[config.mk]
export PLATFORM = sky130hd
export DESIGN_NAME = tcw_cursor_unit
export DESIGN_NICKNAME = d
export VERILOG_FILES = /design/src/hdl/tcw_pkg.sv /design/src/hdl/tcw_cursor_unit.sv
export SDC_FILE = /design/constraint.sdc
export NUM_CORES = 1
export LEC_CHECK = 0
export BUFFER_PORTS_ARGS = -buffer_cell sky130_fd_sc_hd__buf_2
export CAP_MARGIN = 25
export CORE_ASPECT_RATIO = 0.6
export CORE_MARGIN = 2
export CORE_UTILIZATION = 65
export CTS_CLUSTER_DIAMETER = 100
export DETAILED_ROUTE_END_ITERATION = 6
export PLACE_DENSITY = 0.89
export SYNTH_ARGS = -nofsm -noshare
export SYNTH_HDL_FRONTEND = slang
export SYNTH_SLANG_ARGS = --single-unit
[constraint.sdc]
create_clock -name clock -period 13.4 [get_ports clock]
set_input_delay 4.02 -clock clock [delete_from_list [all_inputs] [get_ports clock]]
set_output_delay 4.02 -clock clock [all_outputs]
set_load 0.01 [all_outputs]
[src/hdl/tcw_pkg.sv]
// Package for the text console character writer.
// Word types, character codes, register indexes and cursor action flags.
// No dependencies.
`timescale 1ns / 1ps

package tcw_pkg;

   // Field widths fixed by the interface
   localparam int CHAR_W   = 8;
   localparam int ATTR_W   = 8;
   localparam int CURSOR_W = 11;
   localparam int ADDR_W   = 11;
   localparam int COLOR_W  = 4;
   localparam int CELL_W   = CHAR_W + ATTR_W;

   // Configuration port
   localparam int CSR_IDX_W  = 1;
   localparam int CSR_DATA_W = COLOR_W;
   localparam logic [CSR_IDX_W-1:0] CSR_FG_COLOR = 1'd0;
   localparam logic [CSR_IDX_W-1:0] CSR_BG_COLOR = 1'd1;

   // Item kinds
   localparam logic KIND_WRITE = 1'b0;
   localparam logic KIND_READ  = 1'b1;

   // Control characters
   localparam logic [CHAR_W-1:0] CH_NUL = 8'h00;
   localparam logic [CHAR_W-1:0] CH_BEL = 8'h07;
   localparam logic [CHAR_W-1:0] CH_BS  = 8'h08;
   localparam logic [CHAR_W-1:0] CH_HT  = 8'h09;
   localparam logic [CHAR_W-1:0] CH_LF  = 8'h0A;
   localparam logic [CHAR_W-1:0] CH_VT  = 8'h0B;
   localparam logic [CHAR_W-1:0] CH_FF  = 8'h0C;
   localparam logic [CHAR_W-1:0] CH_CR  = 8'h0D;
   localparam logic [CHAR_W-1:0] CH_ESC = 8'h1B;

   // Rows moved by a vertical tab
   localparam int VT_ROWS = 6;

   typedef struct packed {
      logic                kind;
      logic [CHAR_W-1:0]   char_code;
      logic [ADDR_W-1:0]   read_address;
   } req_type;

   typedef struct packed {
      logic [CHAR_W-1:0]   cell_char;
      logic [ATTR_W-1:0]   cell_attr;
      logic [CURSOR_W-1:0] cursor;
   } rsp_type;

   // Memory action decoded from a write word
   typedef struct packed {
      logic store;   // write char at the cursor
      logic blank;   // zero the cell before the cursor
      logic clear;   // wipe the whole screen
   } act_type;

endpackage

[src/hdl/tcw_cursor_unit.sv]
// Cursor tracking: row base, column, cursor index and escape flag.
// Decodes a character word into cursor movement and a memory action.
// Depends on tcw_pkg.
`timescale 1ns / 1ps

module tcw_cursor_unit #(
   parameter int COLUMNS  = 80,
   parameter int ROWS     = 25,
   parameter int TAB_STEP = 8
) (
   input  logic                          clock,
   input  logic                          reset,
   input  logic                          step_i,
   input  logic [tcw_pkg::CHAR_W-1:0]    code_i,
   output tcw_pkg::act_type              act_o,
   output logic [$clog2(COLUMNS*ROWS)-1:0] cursor_o,
   output logic [$clog2(COLUMNS*ROWS)-1:0] prev_o
);

   localparam int CELLS    = COLUMNS * ROWS;
   localparam int CW       = $clog2(CELLS);
   localparam int COLW     = $clog2(COLUMNS);
   localparam int LAST_ROW = CELLS - COLUMNS;
   localparam int VT_ADD   = (tcw_pkg::VT_ROWS % ROWS) * COLUMNS;

   logic [COLW-1:0] col_ff, col_in;
   logic [CW-1:0]   rbase_ff, rbase_in;
   logic [CW-1:0]   cursor_ff, cursor_in;
   logic            esc_ff, esc_in;

   logic [CW-1:0]   row_next, row_prev, row_vt;
   logic [CW:0]     vt_sum, vt_wrap;
   logic [COLW:0]   tab_sum, tab_wrap;

   // Neighbor rows, wrapping over the screen
   assign row_next = (rbase_ff == CW'(LAST_ROW)) ? '0 : rbase_ff + CW'(COLUMNS);
   assign row_prev = (rbase_ff == '0) ? CW'(LAST_ROW) : rbase_ff - CW'(COLUMNS);
   assign vt_sum   = {1'b0, rbase_ff} + (CW+1)'(VT_ADD);
   assign vt_wrap  = vt_sum - (CW+1)'(CELLS);
   assign row_vt   = (vt_sum >= (CW+1)'(CELLS)) ? vt_wrap[CW-1:0] : vt_sum[CW-1:0];
   assign tab_sum  = {1'b0, col_ff} + (COLW+1)'(TAB_STEP);
   assign tab_wrap = tab_sum - (COLW+1)'(COLUMNS);

   // Character decode
   always_comb begin
      col_in   = col_ff;
      rbase_in = rbase_ff;
      esc_in   = esc_ff;
      act_o    = '0;
      case (code_i)
         tcw_pkg::CH_NUL, tcw_pkg::CH_BEL: begin
         end
         tcw_pkg::CH_BS: begin
            act_o.blank = 1'b1;
            if (col_ff == '0) begin
               col_in   = COLW'(COLUMNS - 1);
               rbase_in = row_prev;
            end else begin
               col_in = col_ff - 1'b1;
            end
         end
         tcw_pkg::CH_HT: begin
            if (tab_sum >= (COLW+1)'(COLUMNS)) begin
               col_in   = tab_wrap[COLW-1:0];
               rbase_in = row_next;
            end else begin
               col_in = tab_sum[COLW-1:0];
            end
         end
         tcw_pkg::CH_LF: begin
            col_in   = '0;
            rbase_in = row_next;
         end
         tcw_pkg::CH_VT: begin
            rbase_in = row_vt;
         end
         tcw_pkg::CH_FF: begin
            act_o.clear = 1'b1;
         end
         tcw_pkg::CH_CR: begin
            col_in = '0;
         end
         tcw_pkg::CH_ESC: begin
            esc_in = 1'b1;
         end
         default: begin
            if (esc_ff) begin
               // swallowed by a pending escape
               esc_in = 1'b0;
            end else begin
               act_o.store = 1'b1;
               if (col_ff == COLW'(COLUMNS - 1)) begin
                  col_in   = '0;
                  rbase_in = row_next;
               end else begin
                  col_in = col_ff + 1'b1;
               end
            end
         end
      endcase
   end

   assign cursor_in = rbase_in + CW'(col_in);

   // Cursor registers
   always_ff @(posedge clock) begin
      if (reset) begin
         col_ff    <= '0;
         rbase_ff  <= '0;
         cursor_ff <= '0;
         esc_ff    <= 1'b0;
      end else if (step_i) begin
         col_ff    <= col_in;
         rbase_ff  <= rbase_in;
         cursor_ff <= cursor_in;
         esc_ff    <= esc_in;
      end
   end

   assign cursor_o = cursor_ff;
   assign prev_o   = (cursor_ff == '0) ? CW'(CELLS - 1) : cursor_ff - 1'b1;

endmodule

==> results.yml <==
timing:
  fin_skew_ns: 0.00446
  tns_ns: 0
  hold_viol: 0
  tightest_slew_ns: 0.753
  drv_slew: 0
  finalSetupViolations: 0
  fin_crit_sh_pct: 72.0
  fmax_mhz: 104
  slew_headroom_pct: 49.4
  layout_min_cycle_time_ns: 9.65
  rsz0062_at_grt: "no"
die:
  die_area_um2: 5730
  start_util_pct: 66.6
  die_w_um: 96.4
  core_area_um2: 5000
  dieHeight_um: 59.5
  pin_count: 36
  rows: 20
yosys:
  syn_area_um2: 3330
  postSynth.asyncResetShare_pct: 0
  yosys.cell_types.count: 70
  yosysSeqAreaShare_pct: 18.0
  synth_edf_count: 0
  synthFlopType: "dfxtp_1"
  synthTopCellsByCount: "nor2_1 (55), nand2_1 (36), dfxtp_1 (30)"
  yosysMostFrequentCell: "nor2_1"
  synth_nets: 495
  synthCells: 460
  yosys.area.top_type_share_pct: 18.0
  yosys-top-cells-area: "dfxtp_1 (18%), ha_1 (8.6%), nor2_1 (6.2%)"
  synth.yosys.warnings: 0
  syn_avg_cell_area_um2: 7.24
  ys_ff_latch: 30
  synth_top_cell_by_area: "dfxtp_1"
layout:
  drive_gt1_share_pct: 11.9
  antenna_cells: 0
  final_nets: 507
  area_growth_pct: 6.72
power_and_ir_drop:
  total_power_w: 0.000256
  vdd_drop_max_uv: 69.9
  p_per_area_nw_per_um2: 72.0
  p_leak_nw: 1.53
grt:
  grt_pass1_wl_um: 15500
  grt_pass1_vias: 3119
  antenna_found_initial: 0
  grt_max_degree: 32
  track_usage_pct: 35.4
  grt_overflow: 0
worst_setup_path:
  cp-start-kind: "input port"
  cp.arrival_ns: 5.63
  reg2reg_slack_ns: 9.16
  crit_path_end_kind: "output port"
  required_ns: 9.38
  criticalPathCategory: "input port to output port"
  crit_fanout: 11
placement:
  place.gp.congestion: 1.02
  dp_hpwl_um: 7390
  port_buffers: 35
routing:
  drt_iter0_markers: 330
  dr.pass1.iters: 6
  vias: 3624
  wire_per_inst_um: 18.4
  ant_nets: 0
  drc: 0
  viasPerCell: 6.75
  wl_um: 9880
clocking:
  cts-root-buf: "clkbuf_8"
  ctsHoldBuffers: 0
  cts_tree: "yes"
  clock_path_buffers: 2
  cts_setup_buffers: 0
  ctsResizeCount: 0
  numClockSinks: 30
  insertion_delay_ns: 0.28
  htree_num_levels: 2
  cts_made_buffers: 5
  clk_pin_slew_ns: 0.06
run:
  cap_violations: 0
run_status:
  status: "finished clean"
worst_hold_path:
  min_path_type: "flop to flop"
==> report_power, final <==
part           internal [W]  switching, W  total (W)
combinational     0.0000333     0.0000498  0.0000831
clock             0.0000395     0.0000333  0.0000728
sequential        0.0000928    0.00000736   0.000100
total              0.000166     0.0000904   0.000256
==> flip-flops by register name, indices dropped and copies added, names as in the netlist <==
signal / cells
rbase_ff: 11
cursor_o: 11
col_ff: 7
esc_ff: 1
==> final timing paths <==
check                                               from  cells past startpoint                   endpoint
worst min register to register  rbase_ff[3]$_SDFFE_PP0P_                      1   rbase_ff[3]$_SDFFE_PP0P_
worst min-delay path            rbase_ff[3]$_SDFFE_PP0P_                      1   rbase_ff[3]$_SDFFE_PP0P_
worst max-delay path                           code_i[5]                      5                   act_o[1]
worst max register to register    col_ff[0]$_SDFFE_PP0P_                     18  cursor_o[10]$_SDFFE_PP0P_
==> cell families (layout without fill, tap and decap cells) <==
family / Yosys count / count (layout) / synth area share (%)
XOR/XNOR: 24 / 24 / 6.31
AO/OA/AOI/OAI: 124 / 124 / 26.4
multiplexers: 16 / 16 / 4.88
adder cells (fa/ha/maj): 24 / 24 / 9.24
AND/OR/NAND/NOR: 188 / 188 / 28.8
buffers and inverters: 54 / 65 / 6.42
flip-flops: 30 / 30 / 18.0
==> cell usage in the layout (no fill, tap or decap), types with 7 or more instances in the layout <==
cell type and count:
or3_1 11, buf_2 35, a21oi_1 26, nand3_1 15
nor2_1 55, nor2b_1 13, o21ai_0 23, dfxtp_1 30
nand2b_1 8, nor3_1 15, nand4_1 8, nand2_1 36
xor2_1 8, xnor2_1 16, inv_1 22, mux2i_1 14
a211oi_1 7, ha_1 23
==> layout make-up <==
| type | count | area, µm² |
|---|---|---|
| clock buffers | 6 | 82.6 |
| fillers | 422 | 1450 |
| inverters | 22 | 82.6 |
| multi-input cells | 376 | 2520 |
| flip-flops and latches | 30 | 601 |
| well taps | 66 | 82.6 |
| repair buffers | 37 | 190 |
==> metrics by stage <==
stage	hold WS (ns)	area, µm²	cells	setup slack (ns)	utilization, %
CTS	0.487	3560	537	3.79	71.1
global route	0.524	3560	537	3.66	71.1
detailed placement	0.479	3470	531	3.80	69.4
global placement	0.471	3470	531	3.87	69.4
floorplan	0.446	3330	460	4.11	-
finish	0.491	3560	537	3.75	71.1
==> routing by layer <==
metal | vias to the layer above | global-route usage, % | wire [µm]
met1 | 1688 | 51.2 | 4520
met2 | 208 | 52.0 | 4060
met4 | 0 | 8.85 | 141
met3 | 17 | 9.67 | 1150
met5 | - | 0 | 0
li1 | 1711 | - | -
==> worst max-delay path: stages <==
cell     delay (ns)
buf_2          0.11
nor3_2         0.38
nand4_1        0.51
inv_1          0.41
buf_2          0.19
Power figures use the tool's default switching activity.
